==> src/rtl/i2c_eeprom_random_access_master_defines.svh <==
// Assertion macros for the serial EEPROM bus master.
// Included by the top level; holds nothing but macro definitions.
`ifndef I2C_EEPROM_RANDOM_ACCESS_MASTER_DEFINES_SVH
`define I2C_EEPROM_RANDOM_ACCESS_MASTER_DEFINES_SVH

// Same-cycle implication, disabled during reset.
`define I2CERM_ASSERT_IMP(lbl, clk, rst, ante, cons, msg) \
   lbl: assert property (@(posedge clk) disable iff (rst) (ante) |-> (cons)) else $error(msg);

// Next-cycle implication, disabled during reset.
`define I2CERM_ASSERT_NXT(lbl, clk, rst, ante, cons, msg) \
   lbl: assert property (@(posedge clk) disable iff (rst) (ante) |=> (cons)) else $error(msg);

`endif

==> src/rtl/i2cerm_pkg.sv <==
// Shared types and constants for the serial EEPROM bus master.
// No dependencies; imported by every module of the block.
`default_nettype none

package i2cerm_pkg;

   localparam int DEV_W   = 7;
   localparam int LIMIT_W = 8;
   localparam int RECOV_W = 16;
   localparam int CSR_W   = 16;

   localparam logic [DEV_W-1:0]   DEV_RESET   = 7'd80;
   localparam logic [LIMIT_W-1:0] LIMIT_RESET = 8'd255;
   localparam logic [RECOV_W-1:0] RECOV_RESET = 16'd1000;

   // opcodes
   localparam logic [1:0] OP_TICK  = 2'd0;
   localparam logic [1:0] OP_WRITE = 2'd1;
   localparam logic [1:0] OP_READ  = 2'd2;

   // register indexes
   localparam logic [1:0] CSR_DEVICE   = 2'd0;
   localparam logic [1:0] CSR_ACK_WAIT = 2'd1;
   localparam logic [1:0] CSR_RECOVERY = 2'd2;

   typedef enum logic [13:0] {
      ST_IDLE    = 14'b00000000000001,
      ST_START1  = 14'b00000000000010,
      ST_DEVW    = 14'b00000000000100,
      ST_ACK1    = 14'b00000000001000,
      ST_ADDR    = 14'b00000000010000,
      ST_ACK2    = 14'b00000000100000,
      ST_DATA    = 14'b00000001000000,
      ST_ACK3    = 14'b00000010000000,
      ST_START2  = 14'b00000100000000,
      ST_DEVR    = 14'b00001000000000,
      ST_ACK4    = 14'b00010000000000,
      ST_READ    = 14'b00100000000000,
      ST_STOP    = 14'b01000000000000,
      ST_RECOVER = 14'b10000000000000
   } state_type;

   typedef struct packed {
      logic [DEV_W-1:0]   device_select;
      logic [LIMIT_W-1:0] ack_wait_limit;
      logic [RECOV_W-1:0] recovery_ticks;
   } cfg_type;

   typedef struct packed {
      logic [1:0] opcode;
      logic [7:0] word_address;
      logic [7:0] write_data;
      logic       sda_in;
   } item_type;

   typedef struct packed {
      logic       scl_out;
      logic       sda_out;
      logic       busy_res;
      logic [7:0] read_data;
      logic       read_valid;
   } result_type;

endpackage

`default_nettype wire

==> src/rtl/i2cerm_csr.sv <==
// Configuration registers of the serial EEPROM bus master.
// Uses i2cerm_pkg for register indexes, reset values and cfg_type.
`default_nettype none

module i2cerm_csr
   import i2cerm_pkg::*;
(
   input  wire logic             clock,
   input  wire logic             reset,
   input  wire logic             csr_we,
   input  wire logic [1:0]       csr_addr,
   input  wire logic [CSR_W-1:0] csr_wdata,
   output cfg_type               cfg
);

   cfg_type cfg_ff;
   cfg_type cfg_in;

   always_comb begin
      cfg_in = cfg_ff;
      if (csr_we) begin
         case (csr_addr)
            CSR_DEVICE:   cfg_in.device_select  = csr_wdata[DEV_W-1:0];
            CSR_ACK_WAIT: cfg_in.ack_wait_limit = csr_wdata[LIMIT_W-1:0];
            CSR_RECOVERY: cfg_in.recovery_ticks = csr_wdata[RECOV_W-1:0];
            default:      cfg_in = cfg_ff;
         endcase
      end
   end

   always_ff @(posedge clock) begin
      if (reset) begin
         cfg_ff.device_select  <= DEV_RESET;
         cfg_ff.ack_wait_limit <= LIMIT_RESET;
         cfg_ff.recovery_ticks <= RECOV_RESET;
      end else begin
         cfg_ff <= cfg_in;
      end
   end

   assign cfg = cfg_ff;

endmodule

`default_nettype wire

==> src/rtl/i2cerm_seq.sv <==
// Bus sequencer: one step per accepted tick, START/byte/ack/read/STOP/recovery.
// Uses i2cerm_pkg; result is combinational, registered by the top level.
`default_nettype none

module i2cerm_seq
   import i2cerm_pkg::*;
(
   input  wire logic     clock,
   input  wire logic     reset,
   input  wire logic     step_en,
   input  item_type      item,
   input  cfg_type       cfg,
   output result_type    result
);

   state_type           step_ff, step_in;
   logic [1:0]          phase_ff, phase_in;
   logic [3:0]          bit_ff, bit_in;
   logic [7:0]          shift_ff, shift_in;
   logic [RECOV_W-1:0]  wait_ff, wait_in;
   logic [7:0]          addr_ff, addr_in;
   logic [7:0]          data_ff, data_in;
   logic                is_read_ff, is_read_in;
   logic [7:0]          last_ff, last_in;

   logic                scl, sda, busy, valid;
   logic [3:0]          bit_inc;
   logic [RECOV_W-1:0]  wait_inc;
   logic                mid_phase;

   assign bit_inc   = bit_ff + 4'd1;
   assign wait_inc  = wait_ff + 16'd1;
   assign mid_phase = (phase_ff == 2'd1) || (phase_ff == 2'd2);

   always_comb begin
      step_in    = step_ff;
      phase_in   = phase_ff;
      bit_in     = bit_ff;
      shift_in   = shift_ff;
      wait_in    = wait_ff;
      addr_in    = addr_ff;
      data_in    = data_ff;
      is_read_in = is_read_ff;
      last_in    = last_ff;
      scl        = 1'b1;
      sda        = 1'b1;
      busy       = 1'b1;
      valid      = 1'b0;

      case (step_ff)
         ST_IDLE: begin
            busy = 1'b0;
            if (item.opcode == OP_WRITE || item.opcode == OP_READ) begin
               addr_in    = item.word_address;
               data_in    = item.write_data;
               is_read_in = (item.opcode == OP_READ);
               step_in    = ST_START1;
               phase_in   = 2'd0;
               busy       = 1'b1;
            end
         end
         ST_START1, ST_START2: begin
            scl = mid_phase;
            sda = !phase_ff[1];
            if (phase_ff == 2'd3) begin
               step_in  = (step_ff == ST_START1) ? ST_DEVW : ST_DEVR;
               shift_in = {cfg.device_select, step_ff == ST_START2};
               bit_in   = 4'd0;
               phase_in = 2'd0;
            end else begin
               phase_in = phase_ff + 2'd1;
            end
         end
         ST_DEVW, ST_ADDR, ST_DATA, ST_DEVR: begin
            scl = mid_phase;
            sda = shift_ff[7];
            if (phase_ff == 2'd3) begin
               shift_in = {shift_ff[6:0], 1'b0};
               bit_in   = bit_inc;
               if (bit_inc[3]) begin
                  case (step_ff)
                     ST_DEVW: step_in = ST_ACK1;
                     ST_ADDR: step_in = ST_ACK2;
                     ST_DATA: step_in = ST_ACK3;
                     default: step_in = ST_ACK4;
                  endcase
                  bit_in = 4'd0;
               end
               phase_in = 2'd0;
            end else begin
               phase_in = phase_ff + 2'd1;
            end
         end
         ST_ACK1, ST_ACK2, ST_ACK3, ST_ACK4: begin
            if (phase_ff == 2'd0) begin
               scl      = 1'b0;
               wait_in  = '0;
               phase_in = 2'd1;
            end else if (phase_ff == 2'd1) begin
               // hold SCL high until the slave pulls SDA low or time runs out
               if (!item.sda_in || wait_ff >= {8'd0, cfg.ack_wait_limit}) begin
                  phase_in = 2'd2;
               end else begin
                  wait_in = wait_inc;
               end
            end else begin
               scl      = 1'b0;
               wait_in  = '0;
               phase_in = 2'd0;
               bit_in   = 4'd0;
               case (step_ff)
                  ST_ACK1: begin
                     step_in  = ST_ADDR;
                     shift_in = addr_ff;
                  end
                  ST_ACK2: begin
                     if (is_read_ff) begin
                        step_in = ST_START2;
                        bit_in  = bit_ff;
                     end else begin
                        step_in  = ST_DATA;
                        shift_in = data_ff;
                     end
                  end
                  ST_ACK3: begin
                     step_in = ST_STOP;
                     bit_in  = bit_ff;
                  end
                  default: begin
                     step_in  = ST_READ;
                     shift_in = 8'd0;
                  end
               endcase
            end
         end
         ST_READ: begin
            scl = mid_phase;
            if (phase_ff == 2'd2 && !bit_ff[3]) begin
               shift_in = {shift_ff[6:0], item.sda_in};
            end
            if (phase_ff == 2'd3) begin
               bit_in = bit_inc;
               if (bit_inc == 4'd8) begin
                  last_in = shift_ff;
                  valid   = 1'b1;
               end
               // after the eight data bits comes the released no-ack bit, then STOP
               if (bit_inc[3] && bit_inc[2:0] != 3'd0) begin
                  step_in = ST_STOP;
                  bit_in  = 4'd0;
               end
               phase_in = 2'd0;
            end else begin
               phase_in = phase_ff + 2'd1;
            end
         end
         ST_STOP: begin
            scl = (phase_ff != 2'd0);
            sda = phase_ff[1];
            if (phase_ff == 2'd3) begin
               step_in  = ST_RECOVER;
               wait_in  = '0;
               phase_in = 2'd0;
            end else begin
               phase_in = phase_ff + 2'd1;
            end
         end
         ST_RECOVER: begin
            wait_in = wait_inc;
            if (wait_inc >= cfg.recovery_ticks || wait_inc == '0) begin
               step_in = ST_IDLE;
               wait_in = '0;
            end
         end
         default: begin
            step_in  = ST_IDLE;
            phase_in = 2'd0;
            busy     = 1'b0;
         end
      endcase
   end

   always_ff @(posedge clock) begin
      if (reset) begin
         step_ff    <= ST_IDLE;
         phase_ff   <= 2'd0;
         bit_ff     <= 4'd0;
         shift_ff   <= 8'd0;
         wait_ff    <= '0;
         addr_ff    <= 8'd0;
         data_ff    <= 8'd0;
         is_read_ff <= 1'b0;
         last_ff    <= 8'd0;
      end else if (step_en) begin
         step_ff    <= step_in;
         phase_ff   <= phase_in;
         bit_ff     <= bit_in;
         shift_ff   <= shift_in;
         wait_ff    <= wait_in;
         addr_ff    <= addr_in;
         data_ff    <= data_in;
         is_read_ff <= is_read_in;
         last_ff    <= last_in;
      end
   end

   assign result.scl_out    = scl;
   assign result.sda_out    = sda;
   assign result.busy_res   = busy;
   assign result.read_data  = last_in;
   assign result.read_valid = valid;

endmodule

`default_nettype wire

==> src/rtl/i2c_eeprom_random_access_master.sv <==
// Bit-level bus master for random writes and reads of a byte-addressed serial EEPROM.
// Uses i2cerm_pkg, i2cerm_csr, i2cerm_seq and the assertion macro header.
// Each request transaction is one bus tick (a quarter SCL period) carrying the sampled
// SDA level and optionally a command; each produces exactly one response transaction
// with the SCL/SDA drive for that tick. One tick is taken per clock cycle: the
// sequencer state advances at the request handshake and the response sits in an
// output register in the next cycle, so ticks stream back to back while the response
// side keeps up. A write is START, device address with W, word address, data, STOP;
// a read adds a repeated START, device address with R, eight bits in MSB first and a
// released no-ack bit before STOP. Every STOP is followed by a recovery wait of
// recovery_ticks ticks (at least one); commands arriving while busy are ignored.
`default_nettype none

module i2c_eeprom_random_access_master
   import i2cerm_pkg::*;
(
   input  wire logic             clock,
   input  wire logic             reset,
   input  wire logic             req_tvalid,
   output logic                  req_tready,
   // [1:0] opcode, [9:2] word_address, [17:10] write_data, [18] sda_in
   input  wire logic [23:0]      req_tdata,
   output logic                  rsp_tvalid,
   input  wire logic             rsp_tready,
   // [0] scl_out, [1] sda_out, [2] busy_res, [10:3] read_data
   output logic [15:0]           rsp_tdata,
   // [0] read_valid
   output logic                  rsp_tuser,
   input  wire logic             csr_we,
   input  wire logic [1:0]       csr_addr,
   input  wire logic [CSR_W-1:0] csr_wdata
);

`include "i2c_eeprom_random_access_master_defines.svh"

   cfg_type    cfg;
   item_type   item;
   result_type result;
   result_type rsp_data_ff;
   logic       rsp_valid_ff, rsp_valid_in;
   logic       req_accept;

   assign item.opcode       = req_tdata[1:0];
   assign item.word_address = req_tdata[9:2];
   assign item.write_data   = req_tdata[17:10];
   assign item.sda_in       = req_tdata[18];

   assign req_tready = !rsp_valid_ff || rsp_tready;
   assign req_accept = req_tvalid && req_tready;

   i2cerm_csr u_csr (
      .clock     (clock),
      .reset     (reset),
      .csr_we    (csr_we),
      .csr_addr  (csr_addr),
      .csr_wdata (csr_wdata),
      .cfg       (cfg)
   );

   i2cerm_seq u_seq (
      .clock   (clock),
      .reset   (reset),
      .step_en (req_accept),
      .item    (item),
      .cfg     (cfg),
      .result  (result)
   );

   always_comb begin
      rsp_valid_in = rsp_valid_ff;
      if (req_accept) begin
         rsp_valid_in = 1'b1;
      end else if (rsp_tready) begin
         rsp_valid_in = 1'b0;
      end
   end

   always_ff @(posedge clock) begin
      if (reset) begin
         rsp_valid_ff <= 1'b0;
      end else begin
         rsp_valid_ff <= rsp_valid_in;
      end
   end

   always_ff @(posedge clock) begin
      if (req_accept) begin
         rsp_data_ff <= result;
      end
   end

   assign rsp_tvalid = rsp_valid_ff;
   assign rsp_tdata  = {5'd0, rsp_data_ff.read_data, rsp_data_ff.busy_res,
                        rsp_data_ff.sda_out, rsp_data_ff.scl_out};
   assign rsp_tuser  = rsp_data_ff.read_valid;

   `I2CERM_ASSERT_NXT(a_accept_gives_rsp, clock, reset, req_accept, rsp_valid_ff, "accepted tick produced no response")
   `I2CERM_ASSERT_IMP(a_read_while_busy, clock, reset, rsp_tvalid && rsp_tuser, rsp_tdata[2], "read byte reported while not busy")
   `I2CERM_ASSERT_IMP(a_idle_lines, clock, reset, rsp_tvalid && !rsp_tdata[2], rsp_tdata[0] && rsp_tdata[1], "bus lines driven while idle")

endmodule

`default_nettype wire
==> config.mk <==
export PLATFORM = sky130hd
export DESIGN_NAME = i2c_eeprom_random_access_master
export DESIGN_NICKNAME = d
export VERILOG_FILES = /design/src/rtl/i2cerm_pkg.sv /design/src/rtl/i2cerm_csr.sv /design/src/rtl/i2cerm_seq.sv /design/src/rtl/i2c_eeprom_random_access_master.sv
export VERILOG_INCLUDE_DIRS = /design/src /design/src/rtl
export SDC_FILE = /design/constraint.sdc
export NUM_CORES = 1
export LEC_CHECK = 0
export ABC_AREA = 1
export BUFFER_PORTS_ARGS = -buffer_cell sky130_fd_sc_hd__clkbuf_2
export CAP_MARGIN = 20
export CORE_MARGIN = 2
export CORE_UTILIZATION = 45
export CTS_CLUSTER_DIAMETER = 100
export DETAILED_ROUTE_END_ITERATION = 7
export GPL_TIMING_DRIVEN = 0
export PLACE_DENSITY = 0.66
export SLEW_MARGIN = 25
export SYNTH_ARGS = -nofsm -noshare
export SYNTH_HDL_FRONTEND = slang
export SYNTH_HIERARCHICAL = 1
export SYNTH_SLANG_ARGS = --single-unit
==> constraint.sdc <==
create_clock -name clock -period 2.6 [get_ports clock]
set_clock_uncertainty 0.2 [all_clocks]
set_input_delay 0.52 -clock clock [delete_from_list [all_inputs] [get_ports clock]]
set_output_delay 0.52 -clock clock [all_outputs]
set_load 0.01 [all_outputs]
==> results of run 1 <==
kinds of logic after synthesis:
kind of cell / count (synthesis)
AO/OA/AOI/OAI: 136
XOR/XNOR: 2
adder cells (fa/ha/maj): 34
buffers and inverters: 212
flip-flops: 113
other: 1
AND/OR/NAND/NOR: 563
worst max-delay path, stage by stage (launching register included):
cell	delay, ps
dfxtp_4	400
ha_4	170
nand3_4	100
nor2_4	210
nand4_1	100
nand2_1	110
inv_2	60
ha_4	260
nand2_2	50
or2_4	240
nand4_1	120
a21oi_2	60
nand2_2	120
nand2_4	100
clkbuf_16	170
nand3_2	50
a21oi_1	60
metal layers:
layer  GRT usage, %  wire, um  vias to the layer above
li1               -         -                     3562
met1           31.0      8750                     3150
met2           38.5      8780                      189
met3           4.95       998                       32
met4           8.92       396                        0
met5              0         0                        -
power groups by stage:
stage / registers [uW] / clock network, uW / logic [uW]
after floorplan: 2010 / 0 / 715
after global placement: 2020 / 0 / 945
after detailed placement: 2020 / 0 / 949
after CTS: 1980 / 2390 / 982
after global routing: 2000 / 2480 / 1140
final: 1980 / 2350 / 1010
layout by cell type (no fill, tap or decap), types with 3 or more instances in the layout:
master	count
nor3_1	13
nor2_4	10
clkbuf_2	54
dfxtp_4	7
nand3_4	6
nor3_2	4
nand2_4	5
o21ai_0	38
dfxtp_2	5
a21oi_2	12
a21oi_1	65
nand2_1	249
o21ai_1	3
conb_1	5
nor2_1	117
dfxtp_1	89
o22ai_1	8
nand2_2	25
inv_6	3
clkbuf_16	20
clkinv_4	5
inv_2	12
clkbuf_1	12
nand4_1	21
nand3_2	19
nor2_2	10
ha_1	27
inv_1	158
edfxtp_1	12
nand3_1	77
buf_2	9
buf_6	11
buf_12	3
buf_4	26
ha_4	7
area by class of cell:
type	instances	area [um2]
plain buffers	41	278
clock buffers	20	489
clock inverters	12	120
fillers	1419	6380
inverters	171	644
multi-input cells	740	4080
flip-flops and latches	113	2410
well taps	188	235
repair buffers	76	502
flip-flops by register name, summed over array words and instances, names as in the netlist, 8 cells and up:
name,count
u_seq/wait_ff,16
u_seq/addr_ff,8
u_seq/data_ff,8
u_seq/last_ff,8
rsp_tdata,11
u_seq/step_ff,14
u_csr/cfg,31
u_seq/shift_ff,8
through the flow:
step	hold slack [ps]	worst slack [ps]	power [uW]	cell area [um2]
floorplan	229	6.56	2720	6990
global placement	238	-532	2960	7490
detailed placement	247	-571	2970	7490
CTS	76.5	-86.1	5350	8520
global route	78.5	-303	5610	8760
finish	86.6	-139	5330	8760
what timing repair did:
| action | 4_1_cts | 5_1_grt |
|---|---|---|
| setup buffers | 18 | 1 |
| setup endpoints to repair | 30 | 31 |
| gates cloned | 2 | 1 |
| resized for setup | 74 | 47 |
| pin swaps | 15 | 30 |
path summary, 6_finish.rpt:
| check | from | end | cells after the start |
|---|---|---|---|
| setup / recovery | u_seq/wait_ff[1] | u_seq/wait_ff[9] | 16 |
| hold / removal | reset | rsp_tvalid | 2 |
| setup reg to reg | u_seq/wait_ff[1] | u_seq/wait_ff[9] | 16 |
| hold reg to reg | u_seq/addr_ff[5] | u_seq/addr_ff[5] | 2 |
==> flow_summary.toml, run 1 <==
[status]
run_status = "finished, violations left"
failed_checks = "setup timing"

[floorplanning]
die-area_mm2 = 0.0165
num_rows = 45
core_mm2 = 0.0151
boundaryPins = 66
initial_utilization_pct = 46.0
fp.dieH_um = 128
die_w_um = 128

[critical_path]
cp_data_arrival_time_ps = 2810
startpoint_type = "register"
worstPathMaxFanout = 5
worstPathRequired_ps = 2670
crit_type = "register to register"
end_kind = "register"
rrSetupSlack_ps = -140

[timing]
rsz0062_at_grt = "yes"
setup_viol = 30
final_max_slew_viol_count = 0
period_share_pct = 105
maxSlewHeadroom_pct = 56.9
tightest_slew_ps = 644
setup_slack_ps = -139
timing.final.hold_violations = 0
fin_tns_setup_ps = -2860
max_freq_mhz = 365
period_needed_ps = 2740

[cts]
cts.path.max_buffers = 2
cts-buffers-inserted = 17
clk_pin_slew_ps = 60
tritoncts = "done"
cts_root_buf = "clkbuf_16"
cts_hold_buffers = 0
clock_latency_ps = 420
htree_num_levels = 4
clock-sinks = 113

[synthesis]
yosys_register_bits = 113
ys_top_cells_by_area = "dfxtp_1, nand2_1, inv_1, nor2_1, nand3_1"
synthFlopType = "dfxtp_1"
syn_area_per_cell_um2 = 6.56
synthAdderAreaFrac_pct = 6.11
synth_top_cell_by_area = "dfxtp_1"
synth_compound_area_share_pct = 10.3
muxShareOfSynthArea_pct = 0
synth_top_family_by_area = "simple AND/OR/NAND/NOR gates"
synthXorXnorAreaFrac_pct = 0.252
synth_top_area_share_pct = 29.0
ys_seq_area_share_pct = 34.2
synthDistinctLibCells = 41
ys_async_sr_fraction_pct = 0
ys.warnings.count = 6
post-synth-top-count-cell = "nand2_1"
synthesis.area_mm2 = 0.00696
synth.top_cells.by_count = "nand2_1, inv_1, nor2_1"
syn_inst = 1061
synth_edf_count = 12
yosys.area_share.simple_pct = 36.1

[route]
via_per_inst = 5.09
drtPass1Iterations = 5
vias = 6933
postRouteWirelength_um = 18900
drtIter0Drc = 386
drtAntennaViolNets = 0
route.detailed.drc = 0
avgRoutedWirePerCell_um = 13.9

[global_routing]
grt_overflow_total = 0
grt_max_degree = 18
grt_pass1_vias = 6544
grt_pass1_wl_um = 30900
antenna_found_initial = 0
grt_usage_pct = 23.6

[power_and_ir_drop]
pwr-share-clk_pct = 44.0
powerDensity_mw_per_mm2 = 609
peakVddDrop_v = 0.000467
p_sw_uw = 1620
p_seq_share_pct = 37.1
switching_share_pct = 30.3
p_leak_uw = 0.00438
intPower_uw = 3720
p_comb_share_pct = 18.9

[placement]
dp.cells = 1307
io_buffers = 54
gp_congestion = 0.959
hpwlAfterDp_um = 13600

[min_path]
min_path_type = "input pin to register"

[flow_run]
maxCapViolCount = 0

[cells_and_area]
area_growth_pct = 25.9
diodes = 0
fin_nets = 1241
final_core_util_pct = 57.9
layout.cells.non_filler = 1361
drive_above_1_share_pct = 22.7
Power figures use the tool's default switching activity.
==> inputs of run 2 (changes only) <==
Settings changed: CELL_PAD_IN_SITES_DETAIL_PLACEMENT from default to 1, CELL_PAD_IN_SITES_GLOBAL_PLACEMENT from default to 2, CORE_UTILIZATION 45 to 36, PLACE_DENSITY 0.66 to default, PLACE_DENSITY_LB_ADDON from default to 0.1, SETUP_SLACK_MARGIN from default to 0.1.
Clock period 2.6 ns to 3.3 ns, I/O delays scaled along.
==> run 2 against run 1 <==
Effect of this change: the run now ends clean; global-route usage is 1.3 points lower; total power is 20% lower; sequential power down 21%; clock-buffer cell count is 1 lower; routed wire length grew 14%; fmax is 7.2% lower; design area down 5.6%; largest power group unchanged; die area is 24% higher; sequential share of layout area increased by 1.4 points.
==> flow_summary.toml, run 2 (synthesis results as in run 1) <==
[critical_path]
worstPathMaxFanout = 10
crit_type = "register to register"
reg2reg_from = "u_seq/wait_ff[0]"
crit_slowest_cell = "dfxtp_2"
startpoint_type = "register"
end_kind = "register"
cp-endpoint = "u_seq/wait_ff[10]"
worstPathRequired_ps = 3440
cp_data_arrival_time_ps = 3090
crit_path_frequent_cell = "nand2_1"
rrSetupSlack_ps = 350
reg2regPathDepth = 18
regToRegEndpoint = "u_seq/wait_ff[10]"
path_cells = "ha_2 -> nand3_4 -> nor2_4 -> nand2_1 -> nand2_1 -> inv_1 -> ha_1 -> nand2_1 -> o21a_1 -> nand2_1 -> nand2_1 -> nand2_1 -> a21oi_1 -> nand2_1 -> nand2_4 -> buf_6 -> nand3_1 -> a21oi_1"
startpoint = "u_seq/wait_ff[0]"
max_stage_delay_ps = 400

[placement]
io_buffers = 54
gp_congestion = 0.867
hpwlAfterDp_um = 16500
preCtsSetupSlack_ps = 23.8

[cts]
cts-buffers-inserted = 17
post_cts_buffers = 0
cts_hold_buffers = 0
clock-sinks = 113
clock_latency_ps = 420
cts.path.max_buffers = 2
tritoncts = "done"
clk_pin_slew_ps = 60
cts_root_buf = "clkbuf_16"
htree_num_levels = 4

[min_path]
min_path_type = "input pin to register"
hp-start = "reset"

[global_routing]
grt_overflow_total = 0
grt_pass1_vias = 6868
antenna_found_initial = 0
grt_pass1_wl_um = 35600
grt_usage_pct = 22.4
grt_max_degree = 18

[floorplanning]
die_w_um = 143
die-area_mm2 = 0.0205
boundaryPins = 66
num_rows = 50
core_mm2 = 0.0188
fp.dieH_um = 143
initial_utilization_pct = 37.0

[timing]
final_max_slew_viol_count = 0
rsz0062_at_grt = "no"
setup_viol = 0
timing.final.hold_violations = 0
max_freq_mhz = 339
period_needed_ps = 2950
period_share_pct = 89.4
maxSlewHeadroom_pct = 48.6
tightest_slew_ps = 771
setup_slack_ps = 350

[flow_run]
maxCapViolCount = 0

[power_and_ir_drop]
p_sw_uw = 1350
power_uw = 4250
pwr-share-clk_pct = 44.6
p_leak_uw = 0.00421
peakVddDrop_v = 0.000353
intPower_uw = 2910
p_comb_share_pct = 18.5
switching_share_pct = 31.6
powerDensity_mw_per_mm2 = 514
p_seq_share_pct = 36.9

[cells_and_area]
largest_reg_flops = 31
final_core_util_pct = 43.9
layout_commonest_cell = "nand2_1"
drive_above_1_share_pct = 14.9
diodes = 0
final_cell_mix = "nand2_1, inv_1, nor2_1, dfxtp_1, nand3_1"
area_growth_pct = 18.9
fill_cells = 2466
fin_nets = 1219

[route]
drtAntennaViolNets = 0
route.detailed.drc = 0
drtPass1Iterations = 5
vias = 6833
via_per_inst = 4.84
avgRoutedWirePerCell_um = 15.3
drtIter0Drc = 269
postRouteWirelength_um = 21500

[status]
run_status = "finished, final reports clean"
## run 2: changes by cell type in the layout (fill, tap and decap cells not counted), sizes merged
cell / delta
buf: -21
clkbuf: -2
inv: +2
clkinv: -2
bufinv: +1
## run 2: power groups by stage
stage          clock network, uW  logic, uW  registers [uW]
2_1_floorplan                  0        563            1580
3_3_place_gp                   0        771            1590
3_5_place_dp                   0        781            1600
4_1_cts                     1940        788            1570
5_1_grt                     1990        896            1580
6_report                    1900        786            1570
## run 2: routing by layer
layer | up-vias | share of wire (%) | global-route usage, %
met3 | 24 | 3.4 | 4.19
met4 | 0 | 1.2 | 5.47
li1 | 3522 | - | -
met5 | - | 0 | 0
met1 | 3189 | 51 | 31.0
met2 | 98 | 45 | 35.8
## run 2: critical path: cells and delay by family (launching register included)
family / cells / cell delay (ps)
simple gates: 11 / 1140
fa+ha+maj: 2 / 510
flops: 1 / 400
compound gates: 3 / 380
buf+inv: 2 / 240
## run 2: worst min path at each step
stage / cells past startpoint / to / slack [ps]
3_3_place_gp: 2 / u_seq/addr_ff[5] / 240
6_report: 2 / rsp_tvalid / 240
4_1_cts: 3 / u_csr/cfg[9] / 230
3_5_place_dp: 2 / u_csr/cfg[19] / 250
2_1_floorplan: 2 / u_csr/cfg[17] / 230
5_1_grt: 2 / rsp_tvalid / 240
## run 2: cell type report
cell class	instances	area (um2)	area share, %
multi-input combinational	740	3780	45.6
inverter	171	642	7.76
buffer	41	270	3.27
tap	260	325	3.93
sequential	113	2390	28.9
clock buffer	19	443	5.35
clock inverter	13	154	1.86
timing repair buffer	54	270	3.27
## run 2: metrics by stage
| step | cells | cell area (um2) | setup TNS, ps | hold slack (ps) |
|---|---|---|---|---|
| 3_5_place_dp | 1379 | 7580 | 0 | 247 |
| 5_1_grt | 1411 | 8270 | 0 | 243 |
| 3_3_place_gp | 1379 | 7570 | -24910 | 240 |
| 4_1_cts | 1411 | 8200 | 0 | 225 |
| 2_1_floorplan | 1065 | 6980 | 0 | 229 |
| 6_report | 1411 | 8270 | 0 | 239 |
## run 2: timing repair
action	4_1_cts	5_1_grt
gates cloned	0	0
resized for setup	5	23
setup endpoints to repair	17	27
pin swaps	0	1
==> inputs of run 3 (changes only) <==
--- a/config.mk
+++ b/config.mk
@@ -20,3 +20,3 @@
 export SETUP_SLACK_MARGIN = 0.1
-export SLEW_MARGIN = 25
+export SLEW_MARGIN = 40
 export SYNTH_ARGS = -nofsm -noshare
--- a/constraint.sdc
+++ b/constraint.sdc
@@ -4,2 +4,2 @@
 set_output_delay 0.66 -clock clock [all_outputs]
-set_load 0.01 [all_outputs]
+set_load 0.1 [all_outputs]
==> run 3 against run 2 <==
Effect of this change: sequential share of layout area barely moved; register-to-register slack improved by 40 ps; combinational power up 15%; clock-buffer cell count rose by 2; first-iteration DRC count up 14%; critical endpoint unchanged; largest cell class unchanged; highest routed layer unchanged.
==> flow_summary.toml, run 3 (synthesis results as in run 1) <==
[status]
run_status = "finished, final reports clean"

[critical_path]
rrSetupSlack_ps = 390
cp-endpoint = "u_seq/wait_ff[10]"
end_kind = "register"
worstPathMaxFanout = 10
startpoint_type = "register"
regToRegEndpoint = "u_seq/wait_ff[10]"
worstPathRequired_ps = 3430
crit_type = "register to register"
startpoint = "u_seq/wait_ff[0]"
reg2reg_from = "u_seq/wait_ff[0]"
reg2regPathDepth = 17
cp_data_arrival_time_ps = 3040

[cts]
cts.path.max_buffers = 2
post_cts_buffers = 0
clk_pin_slew_ps = 60
cts_hold_buffers = 0
htree_num_levels = 4
tritoncts = "done"
cts_root_buf = "clkbuf_16"
clock_latency_ps = 420
cts-buffers-inserted = 17
clock-sinks = 113

[timing]
max_freq_mhz = 343
timing.final.hold_violations = 0
setup_viol = 0
final_max_slew_viol_count = 0
maxSlewHeadroom_pct = 50.8
tightest_slew_ps = 738
setup_slack_ps = 387
rsz0062_at_grt = "no"
period_share_pct = 88.3
period_needed_ps = 2910

[cells_and_area]
largest_reg_flops = 31
area_growth_pct = 19.1
fin_nets = 1220
layout_commonest_cell = "nand2_1"
fill_cells = 2451
final_cell_mix = "nand2_1, inv_1, nor2_1, dfxtp_1, nand3_1"
diodes = 0
drive_above_1_share_pct = 15.1

[placement]
gp_congestion = 0.867
io_buffers = 54
hpwlAfterDp_um = 16600
preCtsSetupSlack_ps = 20.4

[floorplanning]
fp.dieH_um = 143
initial_utilization_pct = 37.0
core_mm2 = 0.0188
boundaryPins = 66
die_w_um = 143
num_rows = 50
die-area_mm2 = 0.0205

[power_and_ir_drop]
power_uw = 4330
p_leak_uw = 0.00421
peakVddDrop_v = 0.000345
powerDensity_mw_per_mm2 = 522

[min_path]
holdPathStages = 3
min_path_type = "input pin to register"

[route]
via_per_inst = 4.83
avgRoutedWirePerCell_um = 15.2
route.detailed.drc = 0
drtAntennaViolNets = 0
postRouteWirelength_um = 21400
drtIter0Drc = 307
drtPass1Iterations = 4
vias = 6814

[global_routing]
grt_overflow_total = 0
grt_usage_pct = 22.3
grt_max_degree = 17
grt_pass1_vias = 6839
antenna_found_initial = 0
grt_pass1_wl_um = 35600

[flow_run]
maxCapViolCount = 0
-- run 3: changes by cell type in the layout (fill, tap and decap cells not counted), sizes merged --
cell      previous run  this run
clkinvlp             2         3
clkbuf              85        87
inv                176       173
buf                 29        30
-- run 3: per-stage QoR --
step	util (%)	std cells	hold slack (ps)	instance area, um2	setup TNS [ps]
after floorplan	-	1065	229	6980	0
after global placement	40.2	1379	240	7570	-24910
after detailed placement	40.3	1380	247	7600	0
after CTS	43.6	1412	229	8210	0
after global routing	44.0	1412	246	8290	0
final	44.0	1412	242	8290	0
-- run 3: area by class of cell --
class / instances / area, um2 / share of cell area (%)
plain buffers: 41 / 267 / 3.21
inverters: 171 / 642 / 7.74
clock buffers: 21 / 460 / 5.55
clock inverters: 11 / 129 / 1.55
well taps: 260 / 325 / 3.92
multi-input cells: 740 / 3790 / 45.7
flip-flops and latches: 113 / 2400 / 28.9
repair buffers: 55 / 285 / 3.44
-- run 3: layer usage --
| layer | wire length, um | global-route usage (%) | vias to the layer above |
|---|---|---|---|
| met1 | 11000 | 31.7 | 3195 |
| met4 | 171 | 5.32 | 0 |
| met5 | 0 | 0 | - |
| met3 | 531 | 3.45 | 13 |
| li1 | - | - | 3525 |
| met2 | 9660 | 35.5 | 81 |
-- run 3: how the worst min path moves through the flow --
stage / from / endpoint / slack [ps]
6_report: csr_wdata[9] / u_csr/cfg[9] / 240
5_1_grt: reset / rsp_tvalid / 250
4_1_cts: csr_wdata[9] / u_csr/cfg[9] / 230
3_5_place_dp: u_csr/cfg[19] / u_csr/cfg[19] / 250
3_3_place_gp: u_seq/addr_ff[5] / u_seq/addr_ff[5] / 240
2_1_floorplan: u_csr/cfg[17] / u_csr/cfg[17] / 230
-- run 3: repair_timing --
item | CTS | global route
setup endpoints to repair | 20 | 30
pin swaps | 0 | 2
resized for setup | 4 | 27
-- run 3: power breakdown --
group          switching (uW)  internal (uW)  total, uW
registers                74.4           1490       1570
logic                     632            267        900
clock network             705           1160       1860
-- run 3: worst max-delay path, stage by stage (launching register included) --
cell	delay, ps
dfxtp_4	400
inv_1	120
nor2_4	190
nand2_1	90
o21ai_0	160
nand2_1	140
inv_1	100
ha_1	240
inv_1	80
nor3_1	50
nor3_1	130
nand2_1	130
a21oi_1	170
nand2_2	110
nand2_4	140
buf_6	170
nand3_1	80
a21oi_1	130
